[src/pq_pkg.sv]
package pq_pkg;

   localparam int CAPACITY = 16;
   localparam int CNT_W    = $clog2(CAPACITY + 1);
   localparam int ROT_W    = CNT_W;

   localparam logic [1:0] KIND_ADD = 2'd0;
   localparam logic [1:0] KIND_POP = 2'd1;
   localparam logic [1:0] KIND_DEL = 2'd2;

   localparam logic [1:0] STATUS_OK   = 2'd0;
   localparam logic [1:0] STATUS_MISS = 2'd1;
   localparam logic [1:0] STATUS_FULL = 2'd2;

   typedef struct packed {
      logic [1:0]         kind;
      logic signed [15:0] priority_req;
      logic [15:0]        task_id;
   } req_type;

   typedef struct packed {
      logic [1:0]         status;
      logic [15:0]        out_id;
      logic signed [15:0] out_priority;
      logic [4:0]         count;
   } rsp_type;

   typedef struct packed {
      logic               valid;
      logic [15:0]        id;
      logic signed [15:0] prio;
   } entry_type;

   typedef enum logic [1:0] {
      OP_HOLD,
      OP_INSERT,
      OP_ROTATE
   } cell_op_type;

   typedef struct packed {
      cell_op_type        op;
      logic               keep;
      logic [15:0]        new_id;
      logic signed [15:0] new_prio;
   } cell_ctl_type;

   function automatic logic [4:0] count_field(input logic [CNT_W-1:0] c);
      logic [CNT_W+4:0] w;
      w = {5'b0, c};
      return w[4:0];
   endfunction

endpackage

[src/priority_task_queue.sv]
// Add, pop and unused kinds: the result is registered in ST_EXEC once the
// output slot is free. Delete: after ST_EXEC, the held entries rotate
// through the cell row in ST_ROT, one entry per cycle past the head; ST_DONE
// then registers the result once the slot is free. One request in flight.
// Reset (synchronous): empties the queue, ID counter back to 1; no sweep.
module priority_task_queue (
   input  logic            clock,
   input  logic            reset,
   input  logic            req_valid,
   output logic            req_stall,
   input  pq_pkg::req_type req_data,
   output logic            rsp_valid,
   input  logic            rsp_stall,
   output pq_pkg::rsp_type rsp_data
);
   import pq_pkg::*;

   typedef enum logic [3:0] {
      ST_IDLE = 4'b0001,
      ST_EXEC = 4'b0010,
      ST_ROT  = 4'b0100,
      ST_DONE = 4'b1000
   } state_type;

   state_type          state_ff, state_in;
   req_type            req_ff, req_in;
   logic [CNT_W-1:0]   count_ff, count_in;
   logic [15:0]        next_id_ff, next_id_in;
   logic [ROT_W-1:0]   rot_left_ff, rot_left_in;
   logic               found_ff, found_in;
   logic signed [15:0] hit_prio_ff, hit_prio_in;
   logic               rsp_valid_ff, rsp_valid_in;
   rsp_type            rsp_ff, rsp_in;

   cell_ctl_type       ctl;
   entry_type          cell_q [CAPACITY];
   logic               cell_ge [CAPACITY];
   logic [CAPACITY-1:0] valid_vec;
   logic               slot_free;
   logic               hit;

   localparam entry_type ENTRY_TOP  = '{valid: 1'b1, id: 16'd0, prio: 16'sd0};
   localparam entry_type ENTRY_NONE = '{valid: 1'b0, id: 16'd0, prio: 16'sd0};

   genvar g;
   generate
      for (g = 0; g < CAPACITY; g++) begin : g_cell
         entry_type prev_e, next_e;
         logic      prev_g;
         if (g == 0) begin : g_first
            assign prev_e = ENTRY_TOP;
            assign prev_g = 1'b1;
         end else begin : g_mid
            assign prev_e = cell_q[g-1];
            assign prev_g = cell_ge[g-1];
         end
         if (g == CAPACITY - 1) begin : g_last
            assign next_e = ENTRY_NONE;
         end else begin : g_body
            assign next_e = cell_q[g+1];
         end
         pq_cell u_cell (
            .clock   (clock),
            .reset   (reset),
            .ctl     (ctl),
            .head    (cell_q[0]),
            .prev    (prev_e),
            .prev_ge (prev_g),
            .next    (next_e),
            .cur     (cell_q[g]),
            .ge      (cell_ge[g])
         );
         assign valid_vec[g] = cell_q[g].valid;
      end
   endgenerate

   assign req_stall = (state_ff != ST_IDLE);
   assign rsp_valid = rsp_valid_ff;
   assign rsp_data  = rsp_ff;
   assign slot_free = !rsp_valid_ff || !rsp_stall;
   assign hit       = (cell_q[0].id == req_ff.task_id);

   always_comb begin
      state_in     = state_ff;
      req_in       = req_ff;
      count_in     = count_ff;
      next_id_in   = next_id_ff;
      rot_left_in  = rot_left_ff;
      found_in     = found_ff;
      hit_prio_in  = hit_prio_ff;
      rsp_valid_in = rsp_valid_ff && rsp_stall;
      rsp_in       = rsp_ff;
      ctl.op       = OP_HOLD;
      ctl.keep     = 1'b0;
      ctl.new_id   = next_id_ff;
      ctl.new_prio = req_ff.priority_req;
      case (state_ff)
         ST_IDLE: begin
            found_in    = 1'b0;
            rot_left_in = count_ff;
            if (req_valid) begin
               req_in   = req_data;
               state_in = ST_EXEC;
            end
         end
         ST_EXEC: begin
            if (req_ff.kind == KIND_DEL) begin
               state_in = ST_ROT;
            end else if (slot_free) begin
               state_in            = ST_IDLE;
               rsp_valid_in        = 1'b1;
               rsp_in.status       = STATUS_MISS;
               rsp_in.out_id       = 16'd0;
               rsp_in.out_priority = 16'sd0;
               rsp_in.count        = count_field(count_ff);
               case (req_ff.kind)
                  KIND_ADD: begin
                     if (count_ff == CNT_W'(CAPACITY)) begin
                        rsp_in.status = STATUS_FULL;
                     end else begin
                        ctl.op              = OP_INSERT;
                        count_in            = count_ff + 1'b1;
                        next_id_in          = (next_id_ff == 16'hFFFF) ? 16'd1
                                                                       : next_id_ff + 16'd1;
                        rsp_in.status       = STATUS_OK;
                        rsp_in.out_id       = next_id_ff;
                        rsp_in.out_priority = req_ff.priority_req;
                        rsp_in.count        = count_field(count_in);
                     end
                  end
                  KIND_POP: begin
                     if (count_ff != '0) begin
                        ctl.op              = OP_ROTATE;
                        ctl.keep            = 1'b0;
                        count_in            = count_ff - 1'b1;
                        rsp_in.status       = STATUS_OK;
                        rsp_in.out_id       = cell_q[0].id;
                        rsp_in.out_priority = cell_q[0].prio;
                        rsp_in.count        = count_field(count_in);
                     end
                  end
                  default: begin
                     rsp_in.status = STATUS_MISS;
                  end
               endcase
            end
         end
         ST_ROT: begin
            // head word goes to the tail unless its ID matches
            if (rot_left_ff == '0) begin
               state_in = ST_DONE;
            end else begin
               ctl.op      = OP_ROTATE;
               ctl.keep    = !hit;
               rot_left_in = rot_left_ff - 1'b1;
               if (hit) begin
                  count_in = count_ff - 1'b1;
                  if (!found_ff) begin
                     found_in    = 1'b1;
                     hit_prio_in = cell_q[0].prio;
                  end
               end
            end
         end
         ST_DONE: begin
            if (slot_free) begin
               state_in            = ST_IDLE;
               rsp_valid_in        = 1'b1;
               rsp_in.status       = found_ff ? STATUS_OK : STATUS_MISS;
               rsp_in.out_id       = found_ff ? req_ff.task_id : 16'd0;
               rsp_in.out_priority = found_ff ? hit_prio_ff : 16'sd0;
               rsp_in.count        = count_field(count_ff);
            end
         end
         default: begin
            state_in = ST_IDLE;
         end
      endcase
   end

   always_ff @(posedge clock) begin
      if (reset) begin
         state_ff     <= ST_IDLE;
         count_ff     <= '0;
         next_id_ff   <= 16'd1;
         rot_left_ff  <= '0;
         found_ff     <= 1'b0;
         rsp_valid_ff <= 1'b0;
      end else begin
         state_ff     <= state_in;
         count_ff     <= count_in;
         next_id_ff   <= next_id_in;
         rot_left_ff  <= rot_left_in;
         found_ff     <= found_in;
         rsp_valid_ff <= rsp_valid_in;
      end
   end

   always_ff @(posedge clock) begin
      req_ff      <= req_in;
      hit_prio_ff <= hit_prio_in;
      rsp_ff      <= rsp_in;
   end

   a_count_bound: assert property (@(posedge clock) disable iff (reset)
      count_ff <= CNT_W'(CAPACITY))
      else $error("held count above capacity");

   a_valid_prefix: assert property (@(posedge clock) disable iff (reset)
      $onehot({1'b0, valid_vec} + {{CAPACITY{1'b0}}, 1'b1}))
      else $error("valid cells not packed from head");

   a_count_match: assert property (@(posedge clock) disable iff (reset)
      (state_ff == ST_IDLE) |-> ($countones(valid_vec) == int'(count_ff)))
      else $error("count disagrees with valid cells");

   a_id_nonzero: assert property (@(posedge clock) disable iff (reset)
      next_id_ff != 16'd0)
      else $error("ID counter reached zero");

   a_accept_busy: assert property (@(posedge clock) disable iff (reset)
      (req_valid && !req_stall) |=> (state_ff == ST_EXEC))
      else $error("accepted word not taken into execution");

endmodule

[src/pq_cell.sv]
module pq_cell (
   input  logic                 clock,
   input  logic                 reset,
   input  pq_pkg::cell_ctl_type ctl,
   input  pq_pkg::entry_type    head,
   input  pq_pkg::entry_type    prev,
   input  logic                 prev_ge,
   input  pq_pkg::entry_type    next,
   output pq_pkg::entry_type    cur,
   output logic                 ge
);
   import pq_pkg::*;

   logic               valid_ff, valid_in;
   logic [15:0]        id_ff, id_in;
   logic signed [15:0] prio_ff, prio_in;
   logic               last;

   assign cur.valid = valid_ff;
   assign cur.id    = id_ff;
   assign cur.prio  = prio_ff;

   // held entry that the new one must stay behind (ties keep arrival order)
   assign ge   = valid_ff && (prio_ff >= ctl.new_prio);
   // last held entry: the rotated head word lands here
   assign last = valid_ff && !next.valid;

   always_comb begin
      valid_in = valid_ff;
      id_in    = id_ff;
      prio_in  = prio_ff;
      case (ctl.op)
         OP_INSERT: begin
            if (!ge) begin
               if (prev_ge) begin
                  valid_in = 1'b1;
                  id_in    = ctl.new_id;
                  prio_in  = ctl.new_prio;
               end else begin
                  valid_in = prev.valid;
                  id_in    = prev.id;
                  prio_in  = prev.prio;
               end
            end
         end
         OP_ROTATE: begin
            if (last) begin
               valid_in = ctl.keep;
               id_in    = head.id;
               prio_in  = head.prio;
            end else begin
               valid_in = next.valid;
               id_in    = next.id;
               prio_in  = next.prio;
            end
         end
         default: begin
            valid_in = valid_ff;
         end
      endcase
   end

   always_ff @(posedge clock) begin
      if (reset) begin
         valid_ff <= 1'b0;
      end else begin
         valid_ff <= valid_in;
      end
   end

   always_ff @(posedge clock) begin
      id_ff   <= id_in;
      prio_ff <= prio_in;
   end

endmodule
[config.mk]
export PLATFORM = sky130hd
export DESIGN_NAME = priority_task_queue
export DESIGN_NICKNAME = d
export VERILOG_FILES = /design/src/pq_pkg.sv /design/src/priority_task_queue.sv /design/src/pq_cell.sv
export SDC_FILE = /design/constraint.sdc
export NUM_CORES = 2
export LEC_CHECK = 0
export ABC_AREA = 1
export BUFFER_PORTS_ARGS = -buffer_cell sky130_fd_sc_hd__buf_2
export CORE_ASPECT_RATIO = 1.25
export CORE_MARGIN = 5
export CORE_UTILIZATION = 46
export CTS_CLUSTER_DIAMETER = 50
export DETAILED_ROUTE_END_ITERATION = 16
export GPL_TIMING_DRIVEN = 0
export SETUP_SLACK_MARGIN = 0.1
export SYNTH_ARGS = -nofsm -noshare
export SYNTH_HDL_FRONTEND = slang
export SYNTH_HIERARCHICAL = 1
export SYNTH_SLANG_ARGS = --single-unit
[constraint.sdc]
create_clock -name clock -period 5.8 [get_ports clock]
set_clock_uncertainty 0.15 [all_clocks]
set_input_delay 1.16 -clock clock [delete_from_list [all_inputs] [get_ports clock]]
set_output_delay 1.16 -clock clock [all_outputs]
set_load 0.01 [all_outputs]
* Yosys cells after proc, flatten, opt, wreduce, memory -nomap -nowiden *
Cells that the tools add are included.

operators by class
  magnitude comparators = 16
  $mul = 0
  mux-type cells = 231
  reduce and logical (&&, ||, !) cells = 83
  equality and inequality tests = 39
  $add $sub $neg = 4
  shift-type cells = 0
  div/mod/pow operators = 0
  bitwise gates (word level) = 4

operator list
  operator                                                             number
  16-bit two-way mux                                                   97
  16-bit case mux with 2 select lines                                  32
  16-bit >= comparator                                                 16
  39-bit two-way mux                                                   3
  39-bit case mux with 2 select lines                                  1
  37-bit case mux with 2 select lines                                  1
  1-bit two-way mux                                                    54
  2-bit inequality test (second input constant)                        24
  38-bit two-way mux                                                   1
  2-bit AND reduction                                                  19
  37-bit two-way mux                                                   1
  1-bit case mux with 2 select lines                                   18
  5-bit two-way mux                                                    7
  1-bit logical AND                                                    32
  5-bit case mux with 2 select lines                                   3
  1-bit logical NOT                                                    18
  16-bit by 1-bit adder with 16-bit output (second input constant)     1
  16-bit equality test                                                 1
  16-bit equality test (second input constant)                         1
  4-bit two-way mux                                                    4
  4-bit case mux with 4 select lines                                   1
  3-bit two-way mux                                                    4
  5-bit by 1-bit subtractor with 5-bit output (second input constant)  2
  3-bit inequality test (second input constant)                        3
  22 further kinds                                                     33

word-level totals
  output and inout port bits = 41
  logic and storage cells = 439
  bits in writable memories = 0
  input bits = 38
  ROM bits = 0
  register bits = 649
  memories = 0
  latch bits = 0

* Longest topological paths before layout *
  word-level depth = 9
  depth in mapped cells = 18
  depth with buffers taken out = 17

* By module *
Netlist, hierarchy kept.

by module, submodules not included
  module                           seq. area each (µm²)  instances  area an instance (µm²)  cells each
  pq_cell at g_cell[0].u_cell ...  980.9                 10         2409.8                  315
  pq_cell at g_cell[4].u_cell ...  980.9                 6          2422.3                  315
  priority_task_queue              3313.2                1          5756.8                  641

* Worst setup path after synthesis *
Ideal clock, no wire load.

  kind = input to register
  start = input rsp_stall
  end = register g_cell[0].u_cell.id_ff[0] (enable)
  path slack = 0.977 ns
  data arrival time = 4.284 ns
  setup time = 0.389 ns
  path buffers = 2
  stages = 7
  data required time = 5.261 ns
  cells stage by stage = nand2_1 > nand2_1 > o21ai_0 > nand2_1 > buf_2 > clkbuf_2 > nand2_1

RTL lines
  item                  RTL line                   source
  from (decl)           priority_task_queue.sv:13  input logic rsp_stall,
  to (signal assigned)  pq_cell.sv:72              id_ff <= id_in;
  to (decl)             pq_cell.sv:15              logic [15:0] id_ff, id_in;

==> results.sh <==
export IMPL_power_frac_seq_pct=42.2
export IMPL_power_leakage_nw=21.2
export IMPL_antenna_found_initial=0
export IMPL_grt_pass1_vias=41100
export IMPL_fp_dieW_um=288
export IMPL_dr_wl_met2_um=79600
export IMPL_final_fill_count=9096
export IMPL_synth_cells=5680
export IMPL_area_delta_synth_final_pct=14.8
export IMPL_regToRegSetupSlack_ns=1.29
export IMPL_dp_hpwl_um=123000
export IMPL_cp_end_kind="register"
export IMPL_final_nets=6259
export IMPL_cts_buffers=88
export IMPL_hold_path_startpoint="rot_left_ff[1]$_SDFFE_PP0P_"
export IMPL_pwr_share_clk_pct=43.6
export IMPL_clockBufferDepth=3
export IMPL_finish_utilization_pct=53.2
export IMPL_wl_met1_um=63800
export IMPL_swShare_pct=28.2
export IMPL_synthesis_area_sq_mm=0.0444
export IMPL_arrival_ns=4.87
export IMPL_fin_crit_ns=4.51
export IMPL_place_area_sq_mm=0.0479
export IMPL_drt_iter0_markers=4617
export IMPL_clock_fmax_ghz=0.222
export IMPL_cpMaxStageDelayCell="edfxtp_1"
export IMPL_intPower_w=0.00928
export IMPL_port_buffers=78
export IMPL_ctsResizeCount=0
export IMPL_start_kind="register"
export IMPL_hold_viol=0
export IMPL_wl_um=164000
export IMPL_die_h_um=357
export IMPL_grt_max_degree=33
export IMPL_cts_root_buf="clkbuf_16"
export IMPL_hold_buffers=0
export IMPL_critPathKind="reg2reg"
export IMPL_timing_critical_path_mode_cell="nand2_1"
export IMPL_start_util_pct=46.3
export IMPL_route_met3_wl_um=10800
export IMPL_violations="max-capacitance violations, max-slew violations"
export IMPL_tightest_slew_ns=1.52
export IMPL_grt_overflow=0
export IMPL_cp_data_required_time_ns=6.16
export IMPL_wl_per_cell_um=22.3
export IMPL_top_layer="met4"
export IMPL_h_tree_depth=3
export IMPL_num_vias=42800
export IMPL_dieArea_sq_mm=0.103
export IMPL_worst_r2r_cell_count=16
export IMPL_antennaDiodeCount=0
export IMPL_design_area_sq_mm=0.0510
export IMPL_insertion_delay_ns=0.68
export IMPL_path_cells="ha_1 > nand2_1 > inv_1 > nand2_1 > nand2_1 > a21oi_1 > nand3_1 > nand2_1 > nand3_2 > nand2_2 > inv_1 > clkbuf_1 > inv_1 > clkbuf_1 > o21ai_0 > o22ai_1"
export IMPL_hold_path_end="rot_left_ff[1]$_SDFFE_PP0P_"
export IMPL_drt_vias_per_instance=5.85
export IMPL_irDropWorstVdd_mv=0.224
export IMPL_rows=127
export IMPL_grt_first_pass_wirelength_um=246000
export IMPL_cellPowerDensity_mw_per_mm2=254
export IMPL_dr_pass1_iters=6
export IMPL_net_switching_power_w=0.00364
export IMPL_core_sq_mm=0.0958
export IMPL_hold_path_class="reg2reg"
export IMPL_status="finished with violations"
export IMPL_slew_violations=64
export IMPL_drcViolationCount=0
export IMPL_reg2reg_to="g_cell[1].u_cell/id_ff[3]$_DFFE_PP_"
export IMPL_crit_fanout=20
export IMPL_cts_setup_buffers=0
export IMPL_avgSynthCellArea_sq_um=7.81
export IMPL_drive_gt1_share_pct=8.80
export IMPL_maxCapViolCount=3
export IMPL_dp_slack_ns=1.30
export IMPL_grt_usage_pct=30.7
export IMPL_clkSlewWorstSetupHoldPaths_ns=0.06
export IMPL_finalSetupViolCount=0
export IMPL_cts_tree="done"
export IMPL_final_period_utilization_pct=77.8
export IMPL_pwr_share_comb_pct=14.2
export IMPL_critPathMaxStageDelay_ns=1.36
export IMPL_gp_congestion=0.895
export IMPL_setup_ws_ns=1.29
export IMPL_drtAntennaViolNets=0
export IMPL_cts_sinks=649
export IMPL_relSlewSlack_pct=-1.57
export IMPL_worstReg2RegStart="g_cell[0].u_cell/prio_ff[11]$_DFFE_PP_"
export IMPL_ioPinCount=79
export IMPL_min_delay_path_depth=2
export IMPL_rsz0062_at_grt="no"
export IMPL_synth_warnings=6
## per-stage QoR
stage | setup TNS [ns] | std cells | hold slack, ns | power, W
global placement | -1669.98 | 7114 | 0.368 | 0.00716
floorplan | 0 | 5746 | 0.343 | 0.00661
CTS | 0 | 7321 | 0.396 | 0.0130
finish | 0 | 7322 | 0.389 | 0.0129
detailed placement | 0 | 7160 | 0.377 | 0.00734
global route | 0 | 7322 | 0.415 | 0.0134
## sequential cells by signal, summed over array words and instances, names as in the netlist
signal and cells:
count_ff 5, rot_left_ff 5, g_cell.u_cell/id_ff 256, rsp_valid 1
next_id_ff 16, hit_prio_ff 16, g_cell.u_cell/prio_ff 256, g_cell.u_cell/valid_ff 16
rsp_data 39, found_ff 1, req_ff 18, ctl 16
state_ff 4
## worst max-delay path, delay by kind of cell, from the launching register on
family	cells	cell delay, ns
buf+inv	5	0.94
simple gates	7	0.81
compound gates	3	0.60
flops	1	1.36
fa+ha+maj	1	0.44
## area by class of cell
class | instances | area, sq um | share of cell area (%)
Buffer | 352 | 1440 | 2.82
Clock buffer | 109 | 2380 | 4.68
Clock inverter | 52 | 631 | 1.24
Inverter | 617 | 2320 | 4.55
Multi-Input combinational cell | 4128 | 22000 | 43.1
Sequential cell | 649 | 19000 | 37.3
Tap cell | 1290 | 1610 | 3.17
Timing Repair Buffer | 125 | 1620 | 3.18
## power groups by stage
stage                     Sequential [W]  Combinational, W  Clock [W]
after floorplan                  0.00550           0.00111          0
after CTS                        0.00545           0.00181    0.00570
after detailed placement         0.00555           0.00180          0
after global placement           0.00573           0.00143          0
final                            0.00545           0.00183    0.00564
after global routing             0.00546           0.00203    0.00591
## worst max-delay path by stage
stage,endpoint,slack [ns],from
6_report,g_cell[1].u_cell/id_ff[3]$_DFFE_PP_,1.29,g_cell[0].u_cell/prio_ff[11]$_DFFE_PP_
3_3_place_gp,g_cell[1].u_cell/prio_ff[6]$_DFFE_PP_,-2.21,rsp_stall
4_1_cts,g_cell[7].u_cell/prio_ff[7]$_DFFE_PP_,1.33,count_ff[0]$_SDFFE_PP0P_
2_1_floorplan,g_cell[0].u_cell/id_ff[0]$_DFFE_PP_,0.98,rsp_stall
3_5_place_dp,g_cell[6].u_cell/prio_ff[7]$_DFFE_PP_,1.30,rsp_stall
5_1_grt,g_cell[1].u_cell/prio_ff[9]$_DFFE_PP_,1.23,g_cell[0].u_cell/prio_ff[11]$_DFFE_PP_
## placed cells by master (no fill, tap or decap), types with 4 or more instances in the layout
cell	count
buf_2	98
inv_2	5
nand2_1	568
o21ai_0	1008
clkbuf_2	16
xor2_1	9
nor3_1	10
clkbuf_8	6
buf_16	41
nand4_1	23
nand3_4	8
o21ai_1	91
nand2_2	97
ha_1	260
nor2_2	18
clkinv_1	4
inv_6	6
clkbuf_16	90
inv_1	611
clkbuf_1	311
nand4_2	16
a21oi_1	133
buf_4	17
nor2_4	36
o22ai_1	526
a22o_1	16
conb_1	68
clkinv_4	7
bufinv_16	9
nand3_1	82
clkinv_2	17
nand3_2	17
nor2_1	1127
edfxtp_1	601
dfxtp_1	47
## routing by layer
layer	track usage, %	vias up
met1	37.8	20200
met3	3.01	437
met4	16.0	0
met5	0	-
li1	-	20200
met2	53.5	1956
No activity file was read; power rests on OpenSTA's default activity.
